## config.mk

```make
export PLATFORM = sky130hd
export DESIGN_NAME = smoothed_gain_bypass_mix_top_flat
export DESIGN_NICKNAME = d
export VERILOG_FILES = /design/src/sgbm_pkg.sv /design/src/sgbm_in_if.sv /design/src/sgbm_out_if.sv /design/src/sgbm_cfg_if.sv /design/src/sgbm_mul.sv /design/src/smoothed_gain_bypass_mix_top.sv /design/src/flat_wrapper.sv
export VERILOG_INCLUDE_DIRS = /design/src /design/src/src
export SDC_FILE = /design/constraint.sdc
export NUM_CORES = 1
export LEC_CHECK = 0
export BUFFER_PORTS_ARGS = -buffer_cell sky130_fd_sc_hd__buf_2
export CAP_MARGIN = 20
export CORE_ASPECT_RATIO = 0.6
export CORE_UTILIZATION = 67
export CTS_CLUSTER_SIZE = 10
export DETAILED_ROUTE_END_ITERATION = 10
export PLACE_DENSITY = 0.88
export REMOVE_ABC_BUFFERS = 1
export SYNTH_ARGS = -nofsm -noshare
export SYNTH_HDL_FRONTEND = slang
export SYNTH_HIERARCHICAL = 1
export SYNTH_SLANG_ARGS = --single-unit
```

## constraint.sdc

```tcl
create_clock -name i_clk -period 13.96 [get_ports i_clk]
set_input_delay 0.698 -clock i_clk [delete_from_list [all_inputs] [get_ports i_clk]]
set_output_delay 0.698 -clock i_clk [all_outputs]
set_load 0.02 [all_outputs]
```

## src/smoothed_gain_bypass_mix_top_assert.svh

```systemverilog
// ----------------------------------------------------------------------------
// Assertion macros
// Shared concurrent assertion macros for the smoothed gain / bypass mix block.
// ----------------------------------------------------------------------------
`ifndef SMOOTHED_GAIN_BYPASS_MIX_TOP_ASSERT_SVH
`define SMOOTHED_GAIN_BYPASS_MIX_TOP_ASSERT_SVH

`ifndef ASSERT_OFF
// same-cycle implication
`define SGBM_ASSERT_IMPL(lbl, clk, rst_n, ante, cons) \
    lbl: assert property (@(posedge clk) disable iff (!rst_n) (ante) |-> (cons)) \
        else $error("assertion failed");
// next-cycle implication
`define SGBM_ASSERT_NEXT(lbl, clk, rst_n, ante, cons) \
    lbl: assert property (@(posedge clk) disable iff (!rst_n) (ante) |=> (cons)) \
        else $error("assertion failed");
`else
`define SGBM_ASSERT_IMPL(lbl, clk, rst_n, ante, cons)
`define SGBM_ASSERT_NEXT(lbl, clk, rst_n, ante, cons)
`endif

`endif

```

## src/sgbm_pkg.sv

```systemverilog
// ----------------------------------------------------------------------------
// sgbm_pkg
// Widths and fixed-point constants of the smoothed gain / bypass mix block.
// ----------------------------------------------------------------------------
package sgbm_pkg;

    localparam int SAMPLE_BITS_DEF = 24;
    localparam int ACC_W           = 32;
    localparam int COEF_W          = 16;
    localparam int LEVEL_W         = 15;
    localparam int FADE_W          = 15;

    localparam int LEVEL_SHIFT     = 16;
    localparam int STEP_FRAC       = 16;
    localparam int FADE_FRAC       = 14;
    localparam int MIX_FRAC        = 30;

    localparam logic [FADE_W-1:0]  FADE_ONE   = 15'd16384;
    localparam logic [LEVEL_W-1:0] LEVEL_MAX  = 15'd26214;
    localparam logic [COEF_W-1:0]  COEF_RESET = 16'd131;
    localparam logic [ACC_W-1:0]   MIX_ONE    = 32'h4000_0000;
    localparam logic [ACC_W-1:0]   LEVEL_TOP  = ACC_W'(LEVEL_MAX) << LEVEL_SHIFT;

endpackage

```

## src/sgbm_in_if.sv

```systemverilog
// ----------------------------------------------------------------------------
// sgbm_in_if
// Input channel: one stereo sample pair with target level and bypass fade.
// ----------------------------------------------------------------------------
interface sgbm_in_if #(
    parameter int SAMPLE_BITS = sgbm_pkg::SAMPLE_BITS_DEF
);
    import sgbm_pkg::*;

    logic                          valid;
    logic                          ready;
    logic signed [SAMPLE_BITS-1:0] sample_a;
    logic signed [SAMPLE_BITS-1:0] sample_b;
    logic [LEVEL_W-1:0]            target_level;
    logic [FADE_W-1:0]             bypass_fade;

    modport source (
        output valid, sample_a, sample_b, target_level, bypass_fade,
        input  ready
    );
    modport sink (
        input  valid, sample_a, sample_b, target_level, bypass_fade,
        output ready
    );
endinterface

```

## src/sgbm_out_if.sv

```systemverilog
// ----------------------------------------------------------------------------
// sgbm_out_if
// Output channel: one scaled stereo sample pair.
// ----------------------------------------------------------------------------
interface sgbm_out_if #(
    parameter int SAMPLE_BITS = sgbm_pkg::SAMPLE_BITS_DEF
);
    logic                          valid;
    logic                          ready;
    logic signed [SAMPLE_BITS-1:0] out_a;
    logic signed [SAMPLE_BITS-1:0] out_b;

    modport source (
        output valid, out_a, out_b,
        input  ready
    );
    modport sink (
        input  valid, out_a, out_b,
        output ready
    );
endinterface

```

## src/sgbm_cfg_if.sv

```systemverilog
// ----------------------------------------------------------------------------
// sgbm_cfg_if
// Configuration write channel for the smoothing coefficient.
// ----------------------------------------------------------------------------
interface sgbm_cfg_if;
    import sgbm_pkg::*;

    logic              valid;
    logic              ready;
    logic [COEF_W-1:0] smoothing_coefficient;

    modport source (
        output valid, smoothing_coefficient,
        input  ready
    );
    modport sink (
        input  valid, smoothing_coefficient,
        output ready
    );
endinterface

```

## src/sgbm_mul.sv

```systemverilog
// ----------------------------------------------------------------------------
// sgbm_mul
// Bit-serial unsigned shift-add multiplier, one multiplier bit per cycle.
// ----------------------------------------------------------------------------
module sgbm_mul #(
    parameter int MA = 32,
    parameter int MB = 16
) (
    input  logic            i_clk,
    input  logic            i_rst_n,
    input  logic            i_start,
    input  logic [MA-1:0]   i_mcand,
    input  logic [MB-1:0]   i_mplier,
    output logic            o_done,
    output logic [MA+MB-1:0] o_prod
);
    localparam int CW = (MB > 1) ? $clog2(MB) : 1;

    logic          r_busy;
    logic          r_done;
    logic [CW-1:0] r_cnt;
    logic [MA-1:0] r_mcand;
    logic [MA-1:0] r_hi;
    logic [MB-1:0] r_lo;

    logic [MA:0]   w_sum;
    logic [MA-1:0] n_hi;
    logic [MB-1:0] n_lo;

    always_comb begin
        w_sum = {1'b0, r_hi} + (r_lo[0] ? {1'b0, r_mcand} : {(MA+1){1'b0}});
        n_hi  = w_sum[MA:1];
        n_lo  = {w_sum[0], r_lo[MB-1:1]};
    end

    always_ff @(posedge i_clk) begin
        if (!i_rst_n) begin
            r_busy <= 1'b0;
            r_done <= 1'b0;
            r_cnt  <= '0;
        end else begin
            if (i_start) begin
                r_busy  <= 1'b1;
                r_done  <= 1'b0;
                r_cnt   <= CW'(MB - 1);
                r_mcand <= i_mcand;
                r_hi    <= '0;
                r_lo    <= i_mplier;
            end else if (r_busy) begin
                r_hi   <= n_hi;
                r_lo   <= n_lo;
                r_done <= (r_cnt == '0);
                if (r_cnt == '0) begin
                    r_busy <= 1'b0;
                end else begin
                    r_cnt <= r_cnt - 1'b1;
                end
            end else begin
                r_done <= 1'b0;
            end
        end
    end

    assign o_done = r_done;
    assign o_prod = {r_hi, r_lo};

endmodule

```

## src/smoothed_gain_bypass_mix_top.sv

```systemverilog
// ----------------------------------------------------------------------------
// smoothed_gain_bypass_mix_top
// Stereo level trim with a one-pole smoothed gain and a bypass crossfade.
// i_in carries one sample pair plus target level and bypass fade per beat;
// o_out returns exactly one scaled pair per input beat, in order. i_cfg
// writes the smoothing coefficient (reset 131) and is always ready.
// One item is processed at a time. A valid item runs four bit-serial
// multiplies on shift-add units: 16 steps for the level update, 16 for the
// crossfade gain, then SAMPLE_BITS steps for both channels in parallel.
// An item with out-of-range fade or level yields a zero pair without running
// the multiplies and leaves the level alone.
// The result sits in an output register: a new item is taken while it waits.
// If the receiver stalls with a result still queued, the block holds the
// next finished result internally and stops accepting until it drains.
// Reset (synchronous, active low) clears the smoothed level to zero and
// restores the coefficient.
// ----------------------------------------------------------------------------
`include "smoothed_gain_bypass_mix_top_assert.svh"

module smoothed_gain_bypass_mix_top #(
    parameter int SAMPLE_BITS = sgbm_pkg::SAMPLE_BITS_DEF
) (
    input  logic        i_clk,
    input  logic        i_rst_n,
    sgbm_in_if.sink     i_in,
    sgbm_out_if.source  o_out,
    sgbm_cfg_if.sink    i_cfg
);
    import sgbm_pkg::*;

    localparam int SB  = SAMPLE_BITS;
    localparam int PW0 = ACC_W + COEF_W;
    localparam int PWS = ACC_W + SAMPLE_BITS;

    typedef enum logic [6:0] {
        ST_IDLE  = 7'b0000001,
        ST_GAIN  = 7'b0000010,
        ST_FADE  = 7'b0000100,
        ST_MIX   = 7'b0001000,
        ST_SCALE = 7'b0010000,
        ST_WAIT  = 7'b0100000,
        ST_DONE  = 7'b1000000
    } t_state;

    t_state             r_state;
    logic [COEF_W-1:0]  r_coef;
    logic [ACC_W-1:0]   r_level;
    logic [SB-1:0]      r_sa;
    logic [SB-1:0]      r_sb;
    logic [FADE_W-1:0]  r_fade;
    logic               r_diff_neg;
    logic               r_d2_neg;
    logic [ACC_W-1:0]   r_mix;
    logic [SB-1:0]      r_res_a;
    logic [SB-1:0]      r_res_b;
    logic               r_out_valid;
    logic [SB-1:0]      r_out_a;
    logic [SB-1:0]      r_out_b;

    logic               w_accept;
    logic               w_in_ok;
    logic               w_load;
    logic [ACC_W-1:0]   w_target_q;
    logic               w_tgt_ge;
    logic [ACC_W-1:0]   w_diff_mag;
    logic               w_lvl_ge;
    logic [ACC_W-1:0]   w_d2_mag;
    logic [ACC_W-1:0]   w_step;
    logic [ACC_W:0]     w_lvl_sum;
    logic [ACC_W-1:0]   w_lvl_new;
    logic [PW0-FADE_FRAC-1:0] w_mix_t;
    logic [ACC_W-1:0]   w_mix;
    logic [SB-1:0]      w_mag_a;
    logic [SB-1:0]      w_mag_b;

    logic               w_start0;
    logic [ACC_W-1:0]   w_mcand0;
    logic [COEF_W-1:0]  w_mplier0;
    logic               w_done0;
    logic [PW0-1:0]     w_prod0;
    logic               w_start_ch;
    logic               w_done_a;
    logic               w_done_b;
    logic [PWS-1:0]     w_prod_a;
    logic [PWS-1:0]     w_prod_b;

    function automatic logic [SAMPLE_BITS-1:0] f_scale(
        input logic [PWS-1:0] prod,
        input logic           neg
    );
        logic [SAMPLE_BITS-1:0] mag;
        mag = {1'b0, prod[MIX_FRAC+SAMPLE_BITS-2:MIX_FRAC]};
        if (|prod[PWS-1:MIX_FRAC+SAMPLE_BITS-1]) begin
            return '0;
        end
        return neg ? (~mag + 1'b1) : mag;
    endfunction

    assign i_in.ready  = (r_state == ST_IDLE);
    assign i_cfg.ready = 1'b1;
    assign w_accept    = i_in.valid && i_in.ready;
    assign w_in_ok     = (i_in.bypass_fade <= FADE_ONE) && (i_in.target_level <= LEVEL_MAX);
    assign w_load      = (r_state == ST_DONE) && (!r_out_valid || o_out.ready);

    always_comb begin
        w_target_q = {1'b0, i_in.target_level, {LEVEL_SHIFT{1'b0}}};
        w_tgt_ge   = (w_target_q >= r_level);
        w_diff_mag = w_tgt_ge ? (w_target_q - r_level) : (r_level - w_target_q);

        w_lvl_ge   = (r_level >= MIX_ONE);
        w_d2_mag   = w_lvl_ge ? (r_level - MIX_ONE) : (MIX_ONE - r_level);

        w_step     = w_prod0[PW0-1:STEP_FRAC];
        w_lvl_sum  = r_diff_neg ? ({1'b0, r_level} - {1'b0, w_step})
                                : ({1'b0, r_level} + {1'b0, w_step});
        w_lvl_new  = w_lvl_sum[ACC_W] ? '0 : w_lvl_sum[ACC_W-1:0];

        w_mix_t    = w_prod0[PW0-1:FADE_FRAC];
        w_mix      = r_d2_neg ? (MIX_ONE - w_mix_t[ACC_W-1:0])
                              : (MIX_ONE + w_mix_t[ACC_W-1:0]);

        w_mag_a    = r_sa[SB-1] ? (~r_sa + 1'b1) : r_sa;
        w_mag_b    = r_sb[SB-1] ? (~r_sb + 1'b1) : r_sb;

        w_start0   = (w_accept && w_in_ok) || (r_state == ST_FADE);
        w_mcand0   = (r_state == ST_IDLE) ? w_diff_mag : w_d2_mag;
        w_mplier0  = (r_state == ST_IDLE) ? r_coef : {1'b0, r_fade};
        w_start_ch = (r_state == ST_SCALE);
    end

    // level update and crossfade gain share one unit
    sgbm_mul #(.MA(ACC_W), .MB(COEF_W)) u_mul_gain (
        .i_clk    (i_clk),
        .i_rst_n  (i_rst_n),
        .i_start  (w_start0),
        .i_mcand  (w_mcand0),
        .i_mplier (w_mplier0),
        .o_done   (w_done0),
        .o_prod   (w_prod0)
    );

    sgbm_mul #(.MA(ACC_W), .MB(SAMPLE_BITS)) u_mul_a (
        .i_clk    (i_clk),
        .i_rst_n  (i_rst_n),
        .i_start  (w_start_ch),
        .i_mcand  (r_mix),
        .i_mplier (w_mag_a),
        .o_done   (w_done_a),
        .o_prod   (w_prod_a)
    );

    sgbm_mul #(.MA(ACC_W), .MB(SAMPLE_BITS)) u_mul_b (
        .i_clk    (i_clk),
        .i_rst_n  (i_rst_n),
        .i_start  (w_start_ch),
        .i_mcand  (r_mix),
        .i_mplier (w_mag_b),
        .o_done   (w_done_b),
        .o_prod   (w_prod_b)
    );

    always_ff @(posedge i_clk) begin
        if (!i_rst_n) begin
            r_state     <= ST_IDLE;
            r_coef      <= COEF_RESET;
            r_level     <= '0;
            r_out_valid <= 1'b0;
        end else begin
            if (i_cfg.valid && i_cfg.ready) begin
                r_coef <= i_cfg.smoothing_coefficient;
            end

            case (r_state)
                ST_IDLE: begin
                    if (w_accept) begin
                        r_sa       <= $unsigned(i_in.sample_a);
                        r_sb       <= $unsigned(i_in.sample_b);
                        r_fade     <= i_in.bypass_fade;
                        r_diff_neg <= !w_tgt_ge;
                        if (w_in_ok) begin
                            r_state <= ST_GAIN;
                        end else begin
                            r_res_a <= '0;
                            r_res_b <= '0;
                            r_state <= ST_DONE;
                        end
                    end
                end
                ST_GAIN: begin
                    if (w_done0) begin
                        r_level <= w_lvl_new;
                        r_state <= ST_FADE;
                    end
                end
                ST_FADE: begin
                    r_d2_neg <= !w_lvl_ge;
                    r_state  <= ST_MIX;
                end
                ST_MIX: begin
                    if (w_done0) begin
                        r_mix   <= w_mix;
                        r_state <= ST_SCALE;
                    end
                end
                ST_SCALE: begin
                    r_state <= ST_WAIT;
                end
                ST_WAIT: begin
                    if (w_done_a) begin
                        r_res_a <= f_scale(w_prod_a, r_sa[SB-1]);
                        r_res_b <= f_scale(w_prod_b, r_sb[SB-1]);
                        r_state <= ST_DONE;
                    end
                end
                ST_DONE: begin
                    if (w_load) begin
                        r_state <= ST_IDLE;
                    end
                end
                default: begin
                    r_state <= ST_IDLE;
                end
            endcase

            if (w_load) begin
                r_out_valid <= 1'b1;
                r_out_a     <= r_res_a;
                r_out_b     <= r_res_b;
            end else if (o_out.ready) begin
                r_out_valid <= 1'b0;
            end
        end
    end

    assign o_out.valid = r_out_valid;
    assign o_out.out_a = $signed(r_out_a);
    assign o_out.out_b = $signed(r_out_b);

    `SGBM_ASSERT_NEXT(a_valid_start, i_clk, i_rst_n, w_accept && w_in_ok, r_state == ST_GAIN)
    `SGBM_ASSERT_NEXT(a_bad_zero, i_clk, i_rst_n, w_accept && !w_in_ok,
                      r_state == ST_DONE && r_res_a == '0 && r_res_b == '0)
    `SGBM_ASSERT_IMPL(a_level_bound, i_clk, i_rst_n, 1'b1, r_level <= LEVEL_TOP)
    `SGBM_ASSERT_IMPL(a_ch_lockstep, i_clk, i_rst_n, w_done_a, w_done_b && r_state == ST_WAIT)
    `SGBM_ASSERT_IMPL(a_gain_phase, i_clk, i_rst_n, w_done0,
                      r_state == ST_GAIN || r_state == ST_MIX)

endmodule

```

## src/flat_wrapper.sv

```systemverilog
// flat-port wrapper written by rule: the top's interface ports become plain ports
module smoothed_gain_bypass_mix_top_flat import sgbm_pkg::*;
#(
    parameter int SAMPLE_BITS = sgbm_pkg::SAMPLE_BITS_DEF
)
  (i_clk, i_rst_n, i_in_valid, i_in_sample_a, i_in_sample_b, i_in_target_level, i_in_bypass_fade, i_in_ready, o_out_valid, o_out_out_a, o_out_out_b, o_out_ready, i_cfg_valid, i_cfg_smoothing_coefficient, i_cfg_ready);
  sgbm_in_if #(.SAMPLE_BITS(SAMPLE_BITS)) i_in_i ();
  sgbm_out_if #(.SAMPLE_BITS(SAMPLE_BITS)) o_out_i ();
  sgbm_cfg_if i_cfg_i ();
  input  logic i_clk;
  input  logic i_rst_n;
  input wire logic [$bits(i_in_i.valid)-1:0] i_in_valid;
  input wire logic [$bits(i_in_i.sample_a)-1:0] i_in_sample_a;
  input wire logic [$bits(i_in_i.sample_b)-1:0] i_in_sample_b;
  input wire logic [$bits(i_in_i.target_level)-1:0] i_in_target_level;
  input wire logic [$bits(i_in_i.bypass_fade)-1:0] i_in_bypass_fade;
  output wire logic [$bits(i_in_i.ready)-1:0] i_in_ready;
  output wire logic [$bits(o_out_i.valid)-1:0] o_out_valid;
  output wire logic [$bits(o_out_i.out_a)-1:0] o_out_out_a;
  output wire logic [$bits(o_out_i.out_b)-1:0] o_out_out_b;
  input wire logic [$bits(o_out_i.ready)-1:0] o_out_ready;
  input wire logic [$bits(i_cfg_i.valid)-1:0] i_cfg_valid;
  input wire logic [$bits(i_cfg_i.smoothing_coefficient)-1:0] i_cfg_smoothing_coefficient;
  output wire logic [$bits(i_cfg_i.ready)-1:0] i_cfg_ready;
  assign i_in_i.valid = i_in_valid;
  assign i_in_i.sample_a = i_in_sample_a;
  assign i_in_i.sample_b = i_in_sample_b;
  assign i_in_i.target_level = i_in_target_level;
  assign i_in_i.bypass_fade = i_in_bypass_fade;
  assign i_in_ready = i_in_i.ready;
  assign o_out_valid = o_out_i.valid;
  assign o_out_out_a = o_out_i.out_a;
  assign o_out_out_b = o_out_i.out_b;
  assign o_out_i.ready = o_out_ready;
  assign i_cfg_i.valid = i_cfg_valid;
  assign i_cfg_i.smoothing_coefficient = i_cfg_smoothing_coefficient;
  assign i_cfg_ready = i_cfg_i.ready;
  smoothed_gain_bypass_mix_top #(.SAMPLE_BITS(SAMPLE_BITS)) u_core (.i_clk(i_clk), .i_rst_n(i_rst_n), .i_in(i_in_i), .o_out(o_out_i), .i_cfg(i_cfg_i));
endmodule
```

==> results by group <==
CTS
  – CTS Sinks: 524
  – Bufs on Longest Clock Path: 3
  – Clk Latency, worst-skew pair: 0.64 ns
  – Hold_buf cts: 0
  – CTS tree: done
  – Clk slew on worst S/H paths: around 0.06 ns
  – Root Buffer: clkbuf_16
  – Number of setup buffers added after CTS: 0
  – # H-tree levels: 2
  – Post-CTS Resized: 0
  – Total CTS buffers: 58

STA
  – Final worst path period need: around 5.6 ns
  – Clk_skew: 0.0648 ns
  – Worst slew pin tran: roughly 0.96 ns
  – Final Hold Vio Count: 0
  – Hold_ws: roughly 0.23 ns
  – Sum Neg Setup Slack: 0 ns
  – Rel. slew slack: 36.0%
  – Fin crit share: roughly 40%
  – Final setup vio count: 0
  – RSZ-0062 raised after global routing: false
  – Max-slew violations: 0
  – Fmax: 0.178 GHz

Critical path
  – Crit-path max cell delay: 0.58 ns
  – Reg-to-reg startpoint: u_core/u_mul_gain/r_hi[12]
  – CP Buf/Inv Count: 0
  – CP required: around 14 ns
  – Worst reg2reg path depth: 17
  – CP startpoint kind: register
  – CP cell instances: or4_1 > or3_4 > or4b_4 > and2b_1 > and2b_1 > and3_1 > nor2_1 > xnor2_1 > ha_1 > and2_1 > a21o_1 > nor4_1 > o221ai_1 > a21oi_1 > xnor2_1 > nand2_1 > o21ai_0
  – Critical path peak fanout: 23
  – Worst EP arrival: 6.15 ns
  – Crit end category: register
  – Flop2flop setup slack: 8.33 ns
  – WS Path Type: register to register
  – Critical path's top delay family: simple AND/OR/NAND/NOR gates
  – Crit Reg-Reg Endpoint: u_core/r_level[1]
  – CP max-delay cell: or4_1

Hold path
  – Min-Delay Path Class: input port to register
  – Worst hold endpoint: u_core/r_sb[13]
  – Worst Min Path Start: i_in_sample_b[13]
  – Hold path cells: 1

Global route
  – Largest net degree at the start of global routing: between 80 and 90
  – Vias in the first global route: 23,400
  – Gr usage total: 36.0%
  – Antenna violations before repair: 9
  – First-pass GRT wire length: 134,000 µm
  – Total congestion overflow: 0

Logic synthesis
  – Synth Cell Area: 0.0317 mm²
  – Synth Area per Inst: 10.3 µm²
  – Synth Instances: approximately 3,100
  – Synth warn: 6

Drt
  – Vias after detailed routing: about 25,000
  – Routed wire length: 87,900 µm
  – WL met2: ~36,000 µm
  – Routed Antenna Nets: 0
  – Number of remaining DRC errors: 0
  – Iter 0 DRT Violations: 3,343
  – Met3 wire length: 11,400 µm
  – DR top layer: met5
  – M1 wire length: 38,200 µm
  – Vias per cell: about 6.6
  – DR WL/cell: between 20 and 25 µm
  – Pre-antenna DRT Iters: 6

Power and ir drop
  – Worst vdd ir: around 0.00011 V
  – Cell Pwr Density: around 100 mW/mm²
  – Sw power: 849 µW
  – Clock share of power: ~40%
  – Combinational Power Share: under 10%
  – Switching fraction of total power: 24.5%
  – Leakage: 0.0130 µW
  – Sequential Power Share: between 50% and 60%
  – Internal power: 2620 µW

Die
  – Core region area: 0.0465 mm²
  – Die H: 170 µm
  – Die Wd: 283 µm
  – DIE AREA: 0.0482 mm²
  – Ports: 150
  – Row cnt: 61
  – Initial Utilization: 68.1%

Status
  – Status: finished clean

Cells and area
  – Finished Layout Cells: ~3,800
  – Area Overhead vs Synth: 8.92%
  – Fill cells: 3,052
  – Layout Nets: 3,447
  – Layout cell share with drive strength beyond 1: 11.3%

Place
  – Final HPWL DP: 63,400 µm
  – Port Buf Inserts: 148
  – Cells after DPL: 3,741
  – Placer Congestion: 0.989

Job
  – Max-cap violations: 0
==> layout by cell type, fill, tap and decap left out, types with 27 or more instances in the layout <==
master / instances
inv_1: 91
o31ai_1: 38
o21ai_0: 160
nor2b_1: 39
nor3_1: 66
xnor2_1: 186
and3_1: 27
clkbuf_16: 58
dfxtp_1: 75
nor2_1: 273
ha_1: 172
clkbuf_1: 34
a21oi_1: 175
a21o_1: 66
nand2b_1: 35
buf_2: 148
nand2_1: 269
nand3_1: 60
mux2i_1: 29
nor4_1: 30
and2_1: 110
xor2_1: 91
nand4_1: 30
a31oi_1: 35
mux2_2: 73
o21a_1: 33
edfxtp_1: 449
or3_1: 31
o41ai_1: 29
==> worst max path at each step <==
stage                               start                 end  depth (start not counted)  slack (ns)
2_1_floorplan           u_core/r_state[3]   u_core/r_diff_neg                          6        8.20
3_3_place_gp   u_core/u_mul_gain/r_hi[12]   u_core/r_level[0]                         17        8.55
3_5_place_dp   u_core/u_mul_gain/r_hi[12]  u_core/r_level[10]                         17        8.40
4_1_cts        u_core/u_mul_gain/r_hi[12]   u_core/r_level[1]                         17        8.38
5_1_grt        u_core/u_mul_gain/r_hi[12]   u_core/r_level[1]                         17        7.96
6_report       u_core/u_mul_gain/r_hi[12]   u_core/r_level[1]                         17        8.33
==> stage by stage <==
step                total power [µW]  setup slack (ns)  area, µm²  util [%]
floorplan                       1980              8.20      31000         -
global placement                2080              8.55      32800      70.5
detailed placement              2090              8.40      32800      70.5
CTS                             3470              8.38      34500      74.2
global route                    3570              7.96      34500      74.2
finish                          3470              8.33      34500      74.2
==> power groups by stage <==
stage	Sequential, µW	Combinational, µW	Clock (µW)
detailed placement	1780	309	0
global route	1750	348	1470
finish	1750	324	1390
CTS	1750	314	1400
global placement	1780	300	0
floorplan	1780	205	0
==> final cells by class <==
class	instances	area [µm²]	area share (%)
antenna	2	5.00	0.0145
clock buffer	93	1590	4.62
inverter	93	349	1.01
timing repair buffer	171	913	2.65
clock inverter	4	93.8	0.272
sequential	524	15000	43.5
multi-input combinational	2323	15800	45.7
tap	630	788	2.29
==> per-layer routing <==
| metal | up-vias | GRT usage, % |
|---|---|---|
| li1 | 11500 | - |
| met1 | 12200 | 52.9 |
| met4 | 12 | 8.63 |
| met5 | - | 0 |
| met3 | 176 | 11.7 |
| met2 | 1520 | 51.2 |
==> sequential cells by signal, indices dropped and copies added (netlist names), 32 cells and up <==
name,count
u_core/u_mul_gain/r_hi,32
u_core/u_mul_b/r_mcand,32
u_core/u_mul_a/r_mcand,32
u_core/u_mul_a/r_hi,32
u_core/u_mul_gain/r_mcand,32
u_core/u_mul_b/r_hi,32
u_core/r_level,32
u_core/r_mix,32
Power figures use the tool's default switching activity.
